<file path="config.mk">
export PLATFORM = sky130hd
export DESIGN_NAME = vgm_command_stream_player_unit
export DESIGN_NICKNAME = d
export VERILOG_FILES = /design/src/hdl/vgmcsp_pkg.sv /design/src/hdl/vgm_command_stream_player_unit.sv /design/src/hdl/vgmcsp_queue.sv /design/src/hdl/vgmcsp_front.sv /design/src/hdl/vgmcsp_back.sv
export SDC_FILE = /design/constraint.sdc
export NUM_CORES = 2
export LEC_CHECK = 0
export BUFFER_PORTS_ARGS = -buffer_cell sky130_fd_sc_hd__buf_2
export CORE_ASPECT_RATIO = 1.2
export CORE_MARGIN = 10
export CORE_UTILIZATION = 35
export DETAILED_ROUTE_END_ITERATION = 6
export PLACE_DENSITY = 0.59
export SLEW_MARGIN = 0
export SYNTH_ARGS = -nofsm -noshare
export SYNTH_HDL_FRONTEND = slang
export SYNTH_SLANG_ARGS = --single-unit
</file>
<file path="constraint.sdc">
create_clock -name clock -period 13.6 [get_ports clock]
set_clock_uncertainty 0.1 [all_clocks]
set_input_delay 2.72 -clock clock [delete_from_list [all_inputs] [get_ports clock]]
set_output_delay 2.72 -clock clock [all_outputs]
set_load 0.02 [all_outputs]
</file>
<file path="src/hdl/vgmcsp_pkg.sv">
// ----------------------------------------------------------------------------
// vgmcsp_pkg
// Shared types, opcodes and widths for the command stream player.
// ----------------------------------------------------------------------------
package vgmcsp_pkg;

   // widths
   localparam int OFFSET_BITS   = 24;
   localparam int FRACTION_BITS = 12;
   localparam int LENGTH_W      = 24;
   localparam int SAMPLES_W     = 32;
   localparam int FACTOR_W      = 22;
   localparam int STAMP_W       = 42;
   localparam int COUNTDOWN_W   = SAMPLES_W + 1;
   localparam int CMP_W         = (OFFSET_BITS > LENGTH_W) ? OFFSET_BITS : LENGTH_W;
   localparam int PROD_W        = SAMPLES_W + FACTOR_W;
   localparam int SUM_W         = PROD_W + FRACTION_BITS;

   // queue between parser and stamp pipeline
   localparam int QUEUE_DEPTH = 4;
   localparam int QUEUE_PTR_W = $clog2(QUEUE_DEPTH);
   localparam int QUEUE_CNT_W = $clog2(QUEUE_DEPTH + 1);

   // stream opcodes
   localparam logic [7:0] OPC_END        = 8'h66;
   localparam logic [7:0] OPC_NTSC_WAIT  = 8'h62;
   localparam logic [7:0] OPC_PAL_WAIT   = 8'h63;
   localparam logic [7:0] OPC_STEREO     = 8'h4f;
   localparam logic [7:0] OPC_PSG        = 8'h50;
   localparam logic [7:0] OPC_WAIT16     = 8'h61;
   localparam logic [7:0] OPC_GROUP_MASK = 8'hf0;
   localparam logic [7:0] OPC_GROUP_2B   = 8'h50;

   localparam logic [15:0] NTSC_SAMPLES = 16'd735;
   localparam logic [15:0] PAL_SAMPLES  = 16'd882;

   // register indexes
   localparam logic [1:0] CSR_DATA_LENGTH  = 2'd0;
   localparam logic [1:0] CSR_LOOP_START   = 2'd1;
   localparam logic [1:0] CSR_LOOP_SAMPLES = 2'd2;
   localparam logic [1:0] CSR_CLOCK_FACTOR = 2'd3;

   typedef enum logic [2:0] {
      EV_PSG_WRITE    = 3'd0,
      EV_STEREO_WRITE = 3'd1,
      EV_WAIT         = 3'd2,
      EV_LOOP_RESTART = 3'd3,
      EV_TRACK_END    = 3'd4,
      EV_BAD_COMMAND  = 3'd5
   } event_kind_type;

   typedef enum logic [1:0] {
      PH_COMMAND  = 2'd0,
      PH_OPERAND1 = 2'd1,
      PH_OPERAND2 = 2'd2
   } parse_phase_type;

   typedef enum logic [2:0] {
      OP_END,
      OP_FRAME_WAIT,
      OP_WRITE,
      OP_TWO_OPERAND,
      OP_BAD
   } op_class_type;

   typedef struct packed {
      logic       command;
      logic [7:0] data_byte;
   } req_payload_type;

   typedef struct packed {
      event_kind_type       event_kind;
      logic [7:0]           write_value;
      logic [15:0]          wait_samples;
      logic [SAMPLES_W-1:0] sample_time;
      logic [STAMP_W-1:0]   clock_stamp;
      logic                 restart_at_loop;
      logic                 track_ended;
   } rsp_payload_type;

   typedef struct packed {
      event_kind_type       event_kind;
      logic [7:0]           write_value;
      logic [15:0]          wait_samples;
      logic [SAMPLES_W-1:0] sample_time;
      logic                 restart_at_loop;
      logic                 track_ended;
      logic                 stamp_en;
   } queue_entry_type;

   typedef struct packed {
      logic [LENGTH_W-1:0]  data_length;
      logic [LENGTH_W-1:0]  loop_start_offset;
      logic [SAMPLES_W-1:0] loop_length_samples;
   } front_cfg_type;

   // sort a command byte into its handling group
   function automatic op_class_type classify(input logic [7:0] b);
      op_class_type c;
      if (b == OPC_END) begin
         c = OP_END;
      end else if (b inside {OPC_NTSC_WAIT, OPC_PAL_WAIT}) begin
         c = OP_FRAME_WAIT;
      end else if (b inside {OPC_STEREO, OPC_PSG}) begin
         c = OP_WRITE;
      end else if (b == OPC_WAIT16 || (b & OPC_GROUP_MASK) == OPC_GROUP_2B) begin
         c = OP_TWO_OPERAND;
      end else begin
         c = OP_BAD;
      end
      return c;
   endfunction

endpackage

</file>
<file path="src/hdl/vgm_command_stream_player_unit.sv">
// ----------------------------------------------------------------------------
// vgm_command_stream_player_unit
// VGM 1.01 command stream parser with PSG write time stamping.
// ----------------------------------------------------------------------------
// Feed one stream byte per item; a byte is taken every cycle while the event
// queue has room, since the parser updates its offset, phase, sample time and
// loop countdown as it takes each byte. Each byte yields zero or one event.
// An event passes from the parser through the queue, then through two stages
// in the stamper (the 32x22 multiply of sample time by clock factor, then
// rounding and the result register) before it appears on the rsp channel. A
// four-entry queue between parser and stamper absorbs output stalls. Write the
// registers only while no events are in flight.
// ----------------------------------------------------------------------------
module vgm_command_stream_player_unit (
   input  logic                        clock,
   input  logic                        reset,
   input  logic                        req_valid,
   output logic                        req_ready,
   input  vgmcsp_pkg::req_payload_type req_payload,
   output logic                        rsp_valid,
   input  logic                        rsp_ready,
   output vgmcsp_pkg::rsp_payload_type rsp_payload,
   input  logic                        csr_valid,
   output logic                        csr_ready,
   input  logic [1:0]                  csr_index,
   input  logic [31:0]                 csr_wdata
);

   logic [vgmcsp_pkg::LENGTH_W-1:0]  data_length_ff;
   logic [vgmcsp_pkg::LENGTH_W-1:0]  loop_origin_ff;
   logic [vgmcsp_pkg::SAMPLES_W-1:0] loop_samples_ff;
   logic [vgmcsp_pkg::FACTOR_W-1:0]  clock_factor_ff;

   vgmcsp_pkg::front_cfg_type   front_cfg;
   vgmcsp_pkg::queue_entry_type push_data;
   vgmcsp_pkg::queue_entry_type pop_data;
   logic                        push_valid;
   logic                        queue_full;
   logic                        pop_valid;
   logic                        pop_ready;
   logic                        accept;

   assign csr_ready = 1'b1;
   assign req_ready = !queue_full;
   assign accept    = req_valid && req_ready;

   // register bank
   always_ff @(posedge clock) begin
      if (reset) begin
         data_length_ff  <= '0;
         loop_origin_ff  <= '0;
         loop_samples_ff <= '0;
         clock_factor_ff <= '0;
      end else if (csr_valid && csr_ready) begin
         case (csr_index)
            vgmcsp_pkg::CSR_DATA_LENGTH:  data_length_ff  <= csr_wdata[vgmcsp_pkg::LENGTH_W-1:0];
            vgmcsp_pkg::CSR_LOOP_START:   loop_origin_ff  <= csr_wdata[vgmcsp_pkg::LENGTH_W-1:0];
            vgmcsp_pkg::CSR_LOOP_SAMPLES: loop_samples_ff <= csr_wdata;
            vgmcsp_pkg::CSR_CLOCK_FACTOR: clock_factor_ff <= csr_wdata[vgmcsp_pkg::FACTOR_W-1:0];
            default: begin
            end
         endcase
      end
   end

   assign front_cfg.data_length         = data_length_ff;
   assign front_cfg.loop_start_offset   = loop_origin_ff;
   assign front_cfg.loop_length_samples = loop_samples_ff;

   vgmcsp_front u_front (
      .clock       (clock),
      .reset       (reset),
      .cfg         (front_cfg),
      .accept      (accept),
      .req_payload (req_payload),
      .push_valid  (push_valid),
      .push_data   (push_data)
   );

   vgmcsp_queue u_queue (
      .clock      (clock),
      .reset      (reset),
      .push_valid (push_valid),
      .push_data  (push_data),
      .full       (queue_full),
      .pop_valid  (pop_valid),
      .pop_ready  (pop_ready),
      .pop_data   (pop_data)
   );

   vgmcsp_back u_back (
      .clock        (clock),
      .reset        (reset),
      .clock_factor (clock_factor_ff),
      .pop_valid    (pop_valid),
      .pop_ready    (pop_ready),
      .pop_data     (pop_data),
      .rsp_valid    (rsp_valid),
      .rsp_ready    (rsp_ready),
      .rsp_payload  (rsp_payload)
   );

endmodule

</file>
<file path="src/hdl/vgmcsp_queue.sv">
// ----------------------------------------------------------------------------
// vgmcsp_queue
// Small register FIFO that holds decoded events between parser and stamper.
// ----------------------------------------------------------------------------
module vgmcsp_queue (
   input  logic                        clock,
   input  logic                        reset,
   input  logic                        push_valid,
   input  vgmcsp_pkg::queue_entry_type push_data,
   output logic                        full,
   output logic                        pop_valid,
   input  logic                        pop_ready,
   output vgmcsp_pkg::queue_entry_type pop_data
);

   vgmcsp_pkg::queue_entry_type entry_ff [vgmcsp_pkg::QUEUE_DEPTH];

   logic [vgmcsp_pkg::QUEUE_PTR_W-1:0] wr_ptr_ff, wr_ptr_in;
   logic [vgmcsp_pkg::QUEUE_PTR_W-1:0] rd_ptr_ff, rd_ptr_in;
   logic [vgmcsp_pkg::QUEUE_CNT_W-1:0] count_ff, count_in;
   logic                               do_push, do_pop;

   assign full      = (count_ff == vgmcsp_pkg::QUEUE_CNT_W'(vgmcsp_pkg::QUEUE_DEPTH));
   assign pop_valid = (count_ff != '0);
   assign pop_data  = entry_ff[rd_ptr_ff];
   assign do_push   = push_valid && !full;
   assign do_pop    = pop_valid && pop_ready;

   // advance pointers and fill count
   always_comb begin
      wr_ptr_in = do_push ? wr_ptr_ff + 1'b1 : wr_ptr_ff;
      rd_ptr_in = do_pop ? rd_ptr_ff + 1'b1 : rd_ptr_ff;
      count_in  = count_ff;
      if (do_push && !do_pop) begin
         count_in = count_ff + 1'b1;
      end else if (!do_push && do_pop) begin
         count_in = count_ff - 1'b1;
      end
   end

   always_ff @(posedge clock) begin
      if (reset) begin
         wr_ptr_ff <= '0;
         rd_ptr_ff <= '0;
         count_ff  <= '0;
      end else begin
         wr_ptr_ff <= wr_ptr_in;
         rd_ptr_ff <= rd_ptr_in;
         count_ff  <= count_in;
      end
   end

   // store the pushed item
   always_ff @(posedge clock) begin
      if (do_push) begin
         entry_ff[wr_ptr_ff] <= push_data;
      end
   end

endmodule

</file>
<file path="src/hdl/vgmcsp_front.sv">
// ----------------------------------------------------------------------------
// vgmcsp_front
// Stream parser: takes one byte per cycle while the queue has room, tracks
// offset, phase, sample time and loop countdown, and emits decoded events
// into the queue.
module vgmcsp_front (
   input  logic                        clock,
   input  logic                        reset,
   input  vgmcsp_pkg::front_cfg_type   cfg,
   input  logic                        accept,
   input  vgmcsp_pkg::req_payload_type req_payload,
   output logic                        push_valid,
   output vgmcsp_pkg::queue_entry_type push_data
);

   localparam int OB = vgmcsp_pkg::OFFSET_BITS;
   localparam int CW = vgmcsp_pkg::CMP_W;
   localparam int DW = vgmcsp_pkg::COUNTDOWN_W;
   localparam int SW = vgmcsp_pkg::SAMPLES_W;

   logic [OB-1:0]                bo_ff, bo_in;
   vgmcsp_pkg::parse_phase_type  phase_ff, phase_in;
   logic [7:0]                   opcode_ff, opcode_in;
   logic [7:0]                   low_wait_ff, low_wait_in;
   logic [SW-1:0]                samples_ff, samples_in;
   logic [DW-1:0]                countdown_ff, countdown_in;
   logic                         finished_ff, finished_in;

   logic [OB-1:0]                bo_inc;
   logic [OB-1:0]                loop_point;
   logic [CW-1:0]                dl_wide;
   logic [CW-1:0]                ls_wide;
   logic [CW:0]                  bo_inc_plus;
   logic [7:0]                   b;
   vgmcsp_pkg::op_class_type     op_class;
   vgmcsp_pkg::event_kind_type   kind;
   logic                         have_kind;
   logic                         live;
   logic                         cut;
   logic                         ended;
   logic                         restart;
   logic                         stamp_en;
   logic [7:0]                   write_value;
   logic [15:0]                  wait_len;
   logic                         wait_do;

   assign b           = req_payload.data_byte;
   assign op_class    = vgmcsp_pkg::classify(b);
   assign bo_inc      = bo_ff + OB'(1);
   assign loop_point  = OB'(cfg.loop_start_offset);
   assign dl_wide     = CW'(cfg.data_length);
   assign ls_wide     = CW'(cfg.loop_start_offset);
   assign bo_inc_plus = (CW + 1)'(bo_inc) + (CW + 1)'(1);

   // parse one byte: next state and decoded event
   always_comb begin
      bo_in        = bo_ff;
      phase_in     = phase_ff;
      opcode_in    = opcode_ff;
      low_wait_in  = low_wait_ff;
      samples_in   = samples_ff;
      countdown_in = countdown_ff;
      finished_in  = finished_ff;
      kind         = vgmcsp_pkg::EV_TRACK_END;
      have_kind    = 1'b0;
      live         = 1'b0;
      cut          = 1'b0;
      ended        = 1'b0;
      restart      = 1'b0;
      stamp_en     = 1'b0;
      write_value  = '0;
      wait_len     = '0;
      wait_do      = 1'b0;

      if (accept) begin
         if (req_payload.command) begin
            // start track: clear all position and time state
            bo_in        = '0;
            phase_in     = vgmcsp_pkg::PH_COMMAND;
            opcode_in    = '0;
            low_wait_in  = '0;
            samples_in   = '0;
            countdown_in = '0;
            finished_in  = 1'b0;
         end else if (!finished_ff) begin
            if (phase_ff == vgmcsp_pkg::PH_COMMAND) begin
               if (CW'(bo_ff) < dl_wide) begin
                  live = 1'b1;
                  // arm the loop countdown at the loop point
                  if (countdown_ff == '0 && CW'(bo_ff) >= ls_wide) begin
                     countdown_in = DW'(cfg.loop_length_samples);
                  end
                  bo_in = bo_inc;
                  case (op_class)
                     vgmcsp_pkg::OP_END: begin
                        if (cfg.loop_length_samples != '0) begin
                           bo_in        = loop_point;
                           countdown_in = DW'(cfg.loop_length_samples);
                           kind         = vgmcsp_pkg::EV_LOOP_RESTART;
                           have_kind    = 1'b1;
                           restart      = 1'b1;
                        end else begin
                           kind      = vgmcsp_pkg::EV_TRACK_END;
                           have_kind = 1'b1;
                           ended     = 1'b1;
                        end
                     end
                     vgmcsp_pkg::OP_FRAME_WAIT: begin
                        wait_do   = 1'b1;
                        wait_len  = (b == vgmcsp_pkg::OPC_NTSC_WAIT) ?
                                    vgmcsp_pkg::NTSC_SAMPLES : vgmcsp_pkg::PAL_SAMPLES;
                        kind      = vgmcsp_pkg::EV_WAIT;
                        have_kind = 1'b1;
                     end
                     vgmcsp_pkg::OP_WRITE: begin
                        if (CW'(bo_inc) >= dl_wide) begin
                           cut = 1'b1;
                        end else begin
                           opcode_in = b;
                           phase_in  = vgmcsp_pkg::PH_OPERAND1;
                        end
                     end
                     vgmcsp_pkg::OP_TWO_OPERAND: begin
                        if (bo_inc_plus >= (CW + 1)'(dl_wide)) begin
                           cut = 1'b1;
                        end else begin
                           opcode_in = b;
                           phase_in  = vgmcsp_pkg::PH_OPERAND1;
                        end
                     end
                     default: begin
                        kind      = vgmcsp_pkg::EV_BAD_COMMAND;
                        have_kind = 1'b1;
                     end
                  endcase
               end
            end else begin
               live  = 1'b1;
               bo_in = bo_inc;
               if (opcode_ff == vgmcsp_pkg::OPC_PSG || opcode_ff == vgmcsp_pkg::OPC_STEREO) begin
                  kind        = (opcode_ff == vgmcsp_pkg::OPC_PSG) ?
                                vgmcsp_pkg::EV_PSG_WRITE : vgmcsp_pkg::EV_STEREO_WRITE;
                  have_kind   = 1'b1;
                  write_value = b;
                  stamp_en    = 1'b1;
                  phase_in    = vgmcsp_pkg::PH_COMMAND;
               end else if (opcode_ff == vgmcsp_pkg::OPC_WAIT16) begin
                  if (phase_ff == vgmcsp_pkg::PH_OPERAND1) begin
                     low_wait_in = b;
                     phase_in    = vgmcsp_pkg::PH_OPERAND2;
                  end else begin
                     wait_len  = {b, low_wait_ff};
                     wait_do   = 1'b1;
                     kind      = vgmcsp_pkg::EV_WAIT;
                     have_kind = 1'b1;
                     phase_in  = vgmcsp_pkg::PH_COMMAND;
                  end
               end else begin
                  // skip the operands of another chip's command
                  phase_in = (phase_ff == vgmcsp_pkg::PH_OPERAND1) ?
                             vgmcsp_pkg::PH_OPERAND2 : vgmcsp_pkg::PH_COMMAND;
               end
            end

            // advance time; restart at the loop point when the countdown runs out
            if (wait_do) begin
               samples_in = samples_ff + SW'(wait_len);
               if (countdown_in != '0) begin
                  if (DW'(wait_len) >= countdown_in) begin
                     countdown_in = '0;
                     bo_in        = loop_point;
                     restart      = 1'b1;
                  end else begin
                     countdown_in = countdown_in - DW'(wait_len);
                  end
               end
            end

            // end of data
            if (cut) begin
               kind      = vgmcsp_pkg::EV_TRACK_END;
               have_kind = 1'b1;
               ended     = 1'b1;
            end else if (live && phase_in == vgmcsp_pkg::PH_COMMAND &&
                         CW'(bo_in) >= dl_wide) begin
               ended = 1'b1;
            end
            if (ended) begin
               finished_in = 1'b1;
               if (!have_kind) begin
                  kind      = vgmcsp_pkg::EV_TRACK_END;
                  have_kind = 1'b1;
               end
            end
         end
      end
   end

   assign push_valid                = have_kind;
   assign push_data.event_kind      = kind;
   assign push_data.write_value     = write_value;
   assign push_data.wait_samples    = wait_len;
   assign push_data.sample_time     = samples_ff;
   assign push_data.restart_at_loop = restart;
   assign push_data.track_ended     = ended;
   assign push_data.stamp_en        = stamp_en;

   // hold parser state
   always_ff @(posedge clock) begin
      if (reset) begin
         bo_ff        <= '0;
         phase_ff     <= vgmcsp_pkg::PH_COMMAND;
         opcode_ff    <= '0;
         low_wait_ff  <= '0;
         samples_ff   <= '0;
         countdown_ff <= '0;
         finished_ff  <= 1'b0;
      end else begin
         bo_ff        <= bo_in;
         phase_ff     <= phase_in;
         opcode_ff    <= opcode_in;
         low_wait_ff  <= low_wait_in;
         samples_ff   <= samples_in;
         countdown_ff <= countdown_in;
         finished_ff  <= finished_in;
      end
   end

endmodule

</file>
<file path="src/hdl/vgmcsp_back.sv">
// ----------------------------------------------------------------------------
// vgmcsp_back
// Stamp pipeline: multiplies write events' sample time by the clock factor
// (other events get a zero stamp), rounds, and drives the result register.
// ----------------------------------------------------------------------------
module vgmcsp_back (
   input  logic                                  clock,
   input  logic                                  reset,
   input  logic [vgmcsp_pkg::FACTOR_W-1:0]       clock_factor,
   input  logic                                  pop_valid,
   output logic                                  pop_ready,
   input  vgmcsp_pkg::queue_entry_type           pop_data,
   output logic                                  rsp_valid,
   input  logic                                  rsp_ready,
   output vgmcsp_pkg::rsp_payload_type           rsp_payload
);

   localparam int PW = vgmcsp_pkg::PROD_W;
   localparam int SM = vgmcsp_pkg::SUM_W;
   localparam logic [SM-1:0] ROUND_HALF = SM'(1) << (vgmcsp_pkg::FRACTION_BITS - 1);

   logic                        a_valid_ff, a_valid_in;
   vgmcsp_pkg::queue_entry_type a_entry_ff;
   logic [PW-1:0]               a_prod_ff, a_prod_in;
   logic                        rsp_valid_ff, rsp_valid_in;
   vgmcsp_pkg::rsp_payload_type rsp_payload_ff, rsp_payload_in;
   logic                        b_ready;
   logic                        a_move;
   logic [SM-1:0]               rounded;

   assign b_ready   = !rsp_valid_ff || rsp_ready;
   assign a_move    = a_valid_ff && b_ready;
   assign pop_ready = !a_valid_ff || b_ready;

   // multiply stage
   assign a_prod_in  = pop_data.stamp_en ?
                       PW'(pop_data.sample_time) * PW'(clock_factor) : '0;
   assign a_valid_in = pop_ready ? pop_valid : a_valid_ff;

   // round and shift into the result register
   assign rounded = SM'(a_prod_ff) + ROUND_HALF;

   always_comb begin
      rsp_valid_in   = rsp_valid_ff;
      rsp_payload_in = rsp_payload_ff;
      if (b_ready) begin
         rsp_valid_in                   = a_valid_ff;
         rsp_payload_in.event_kind      = a_entry_ff.event_kind;
         rsp_payload_in.write_value     = a_entry_ff.write_value;
         rsp_payload_in.wait_samples    = a_entry_ff.wait_samples;
         rsp_payload_in.sample_time     = a_entry_ff.sample_time;
         rsp_payload_in.clock_stamp     =
            rounded[vgmcsp_pkg::FRACTION_BITS +: vgmcsp_pkg::STAMP_W];
         rsp_payload_in.restart_at_loop = a_entry_ff.restart_at_loop;
         rsp_payload_in.track_ended     = a_entry_ff.track_ended;
      end
   end

   always_ff @(posedge clock) begin
      if (reset) begin
         a_valid_ff   <= 1'b0;
         rsp_valid_ff <= 1'b0;
      end else begin
         a_valid_ff   <= a_valid_in;
         rsp_valid_ff <= rsp_valid_in;
      end
   end

   // payload registers
   always_ff @(posedge clock) begin
      if (pop_ready) begin
         a_entry_ff <= pop_data;
         a_prod_ff  <= a_prod_in;
      end
      if (a_move) begin
         rsp_payload_ff <= rsp_payload_in;
      end
   end

   assign rsp_valid   = rsp_valid_ff;
   assign rsp_payload = rsp_payload_ff;

endmodule

</file>
==> run metrics <==
data arrival time at the worst-slack endpoint=12.04 ns; largest net degree at the start of global routing=78; global-route total usage across every layer=17.42%; Num CTS Buffers=79; global-route track usage on met2=30.21%; via count=36970; library cell with the largest summed area after synthesis=sky130_fd_sc_hd__edfxtp_1; Initial DRT Pass Iterations=5; Worst setup EP type=register; crit share post-route=86.62%; mapped cell area=52820 µm²; maximum vdd ir drop=0.2765 mV; Tightest Pin Transition=1.269 ns; setup fix buffers added after clock tree synthesis=0; Mapped Cells=5115; async set-or-reset flop fraction in the synthesized netlist=0%; H-tree depth reported by CTS=3; clock-pin slew on the worst setup and hold paths=0.06 ns; Iter 0 DRT Violations=2258; GR Layer Usage met3=2.711%; CTS sink count=676; Synth cell types=94; wire length of the first global-routing pass=229200 µm; leading cell types in the layout, fill and taps excluded=sky130_fd_sc_hd__nand2_1, sky130_fd_sc_hd__inv_1, sky130_fd_sc_hd__fa_1; fraction of the mapped netlist area in compound gates=8.467%; Antenna Violating Nets Remaining=0; Power Density=218.0 nW/µm²; number of pins with negative max-slew slack in the final report=0; Critical Setup Path Class=primary input to register; flop and latch count out of synthesis=676; Residual DRC=0; core region area=150300 µm²; Final Routed Wirelength=145300 µm; library cell appearing most often on the critical path=sky130_fd_sc_hd__o21ai_0; number of antenna cells inserted=0; sum of overflow across all layers after global routing=0; delay of the slowest cell on the worst path=0.68 ns; number of endpoints failing setup at the final stage=0; hold_buf cts=0; critical path fanouts, max=39; final weighted congestion of routability-driven global placement=0.9223; Net Count, Synth=6087; basic-gate share of the synthesized area counting and, or, nand and nor cells=13.70%; class of the worst hold path=register to register; non-filler cells, final=7208; sequential cell area fraction in the yosys report=34.25%; leakage power of the design=24.11 nW; combinational family with the most area after synthesis=adder cells; leading register cell type out of synthesis=sky130_fd_sc_hd__edfxtp_1; element type at the critical path start=primary input; Synth top area share=25.87%; portion of netlist area occupied by mux cells=3.253%; met1 track demand over resource in global routing=21.95%; unrepaired setup endpoints after global routing=no; slowest cell on the critical path=sky130_fd_sc_hd__or4b_2; CTS resizes=0; largest buffer count on any clock path=3; Horiz. Die Dim=374.6 µm; total negative setup slack=0 ns; synthesis-to-finish area growth=10.44%; largest cells by area after synthesis=sky130_fd_sc_hd__edfxtp_1, sky130_fd_sc_hd__fa_1, sky130_fd_sc_hd__dfxtp_1; DPL Wire Length=106100 µm; result of the run=finished clean; most frequent standard cell in the layout excluding fill and tap cells=sky130_fd_sc_hd__nand2_1; number of standard-cell rows in the floorplan=156; peak clock frequency supported by timing=84.88 MHz; fraction of layout instances using a drive strength above 1=9.689%; clock tree from TritonCTS=yes; final critical delay including setup and external delays=11.78 ns; routed length per instance=20.16 µm; nets=6138; clock latency on the worst-skew pair=0.72 ns; Req. time, crit path=13.86 ns; die extent in y=445.5 µm; Max-Slew Margin vs Limit=14.98%; vias per cell=5.128; Post-synth EDFFs=455; max-cap viol count=0; number of antenna violations at the first check in global routing=10; CTS Root Buffer Type=sky130_fd_sc_hd__clkbuf_16; post-synthesis area per instance=10.33 µm²; number of buffers added on ports=152; total die area=166900 µm²; via count of the first global-routing pass=39160; area share of fa/ha/maj cells after synthesis=30.40%; cell count after placement=7060; Yosys warning total=0; effective utilization at floorplan=35.14%; Most Used Layer, Global Route=met2; number of hold violations in the final report=0; I/O pin total=154; parity-gate share of the synthesized area counting xor and xnor cells=2.852%
[logic make-up (layout without fill, tap and decap cells)]
| logic type | after synthesis | count (layout) |
|---|---|---|
| compound gates | 657 | 657 |
| xor+xnor | 172 | 172 |
| fa+ha+maj | 924 | 924 |
| buf+inv | 980 | 1098 |
| flops | 676 | 676 |
| mux | 93 | 93 |
| other cells | 1 | 1 |
| simple gates | 1612 | 1612 |
[synthesized netlist by cell type (7+ instances only)]
| master | n |
|---|---|
| sky130_fd_sc_hd__a2bb2oi_1 | 12 |
| sky130_fd_sc_hd__o22ai_1 | 24 |
| sky130_fd_sc_hd__xor2_1 | 48 |
| sky130_fd_sc_hd__nor2b_1 | 19 |
| sky130_fd_sc_hd__buf_2 | 9 |
| sky130_fd_sc_hd__a31oi_1 | 10 |
| sky130_fd_sc_hd__nor3_1 | 60 |
| sky130_fd_sc_hd__nand4_1 | 48 |
| sky130_fd_sc_hd__xnor2_1 | 124 |
| sky130_fd_sc_hd__or2_2 | 9 |
| sky130_fd_sc_hd__a211oi_1 | 14 |
| sky130_fd_sc_hd__clkbuf_1 | 217 |
| sky130_fd_sc_hd__dfxtp_1 | 221 |
| sky130_fd_sc_hd__and2_1 | 172 |
| sky130_fd_sc_hd__a21o_1 | 69 |
| sky130_fd_sc_hd__mux2i_1 | 13 |
| sky130_fd_sc_hd__nor2_1 | 236 |
| sky130_fd_sc_hd__edfxtp_1 | 455 |
| sky130_fd_sc_hd__a22o_1 | 29 |
| sky130_fd_sc_hd__o21ai_0 | 73 |
| sky130_fd_sc_hd__o211ai_1 | 13 |
| sky130_fd_sc_hd__buf_1 | 12 |
| sky130_fd_sc_hd__o31ai_1 | 11 |
| sky130_fd_sc_hd__or3_1 | 20 |
| sky130_fd_sc_hd__a2bb2oi_2 | 20 |
| sky130_fd_sc_hd__a2111oi_0 | 8 |
| sky130_fd_sc_hd__nor4_1 | 31 |
| sky130_fd_sc_hd__o21a_1 | 18 |
| sky130_fd_sc_hd__a21oi_1 | 247 |
| sky130_fd_sc_hd__o21bai_1 | 12 |
| sky130_fd_sc_hd__nand2b_1 | 13 |
| sky130_fd_sc_hd__nand3_1 | 60 |
| sky130_fd_sc_hd__and3_1 | 30 |
| sky130_fd_sc_hd__inv_1 | 732 |
| sky130_fd_sc_hd__mux2_2 | 19 |
| sky130_fd_sc_hd__nand2_1 | 878 |
| sky130_fd_sc_hd__a22oi_1 | 18 |
| sky130_fd_sc_hd__a32o_1 | 7 |
| sky130_fd_sc_hd__ha_1 | 325 |
| sky130_fd_sc_hd__mux4_2 | 61 |
| sky130_fd_sc_hd__fa_1 | 599 |
[sequential cells by signal, indices dropped and copies added (netlist names), 24 cells and up, named ones only]
signal,flops
u_queue.entry_ff,248
u_back.rsp_payload,103
u_back.a_entry_ff,61
u_back.a_prod_ff,43
u_front.countdown_ff,33
loop_samples_ff,32
u_front.samples_ff,32
data_length_ff,24
loop_origin_ff,24
u_front.bo_ff,24
[final cells by class]
| class | instances | area [µm²] |
|---|---|---|
| Clock buffer | 99 | 2125 |
| Clock inverter | 49 | 581.8 |
| Fill cell | 14940 | 91970 |
| Inverter | 732 | 2748 |
| Multi-Input combinational cell | 3459 | 31050 |
| Sequential cell | 676 | 18100 |
| Tap cell | 1975 | 2471 |
| Timing Repair Buffer | 218 | 1259 |
[power by group]
part | switching [mW] | internal [mW] | leakage (nW)
clock | 0.951 | 1.23 | 1.30
sequential | 0.255 | 2.79 | 6.33
combinational | 4.78 | 2.70 | 16.5
total | 5.98 | 6.73 | 24.1
[metal layers]
metal | up-vias | part of all wire (%)
li1 | 16960 | -
met5 | - | 0.0048
met4 | 2 | 3.2
met3 | 263 | 5.6
met2 | 1108 | 49
met1 | 18630 | 42
[final timing paths]
check                                           from                endpoint  slack, ns  depth (start not counted)
worst max-delay path                  req_payload[6]  u_queue.entry_ff[3][9]       1.82                         32
worst max register to register      u_front.bo_ff[7]  u_queue.entry_ff[3][9]       3.22                         32
worst min register to register  u_back.a_entry_ff[6]  u_back.rsp_payload[47]       0.30                          0
worst min-delay path            u_back.a_entry_ff[6]  u_back.rsp_payload[47]       0.30                          0
[stage by stage]
stage | power, mW | cell area, µm² | setup WS (ns) | utilization (%) | hold slack [ns]
finish | 12.71 | 58330 | 1.819 | 38.81 | 0.3028
global route | 13.74 | 58330 | 1.211 | 38.81 | 0.3169
CTS | 12.82 | 58330 | 1.888 | 38.81 | 0.2939
detailed placement | 10.56 | 55620 | 1.191 | 37.01 | 0.3045
global placement | 10.48 | 55620 | 1.302 | 37.01 | 0.3022
floorplan | 8.297 | 52820 | 2.673 | - | 0.3003
[worst max-delay path, delay by kind of cell]
family	cells	cell delay, ns
multiplexers	1	0.36
buffers and inverters	5	1.34
AO/OA/AOI/OAI	15	4.29
adder cells (fa/ha/maj)	2	0.62
AND/OR/NAND/NOR	9	2.62
No activity file was read; power rests on OpenSTA's default activity.
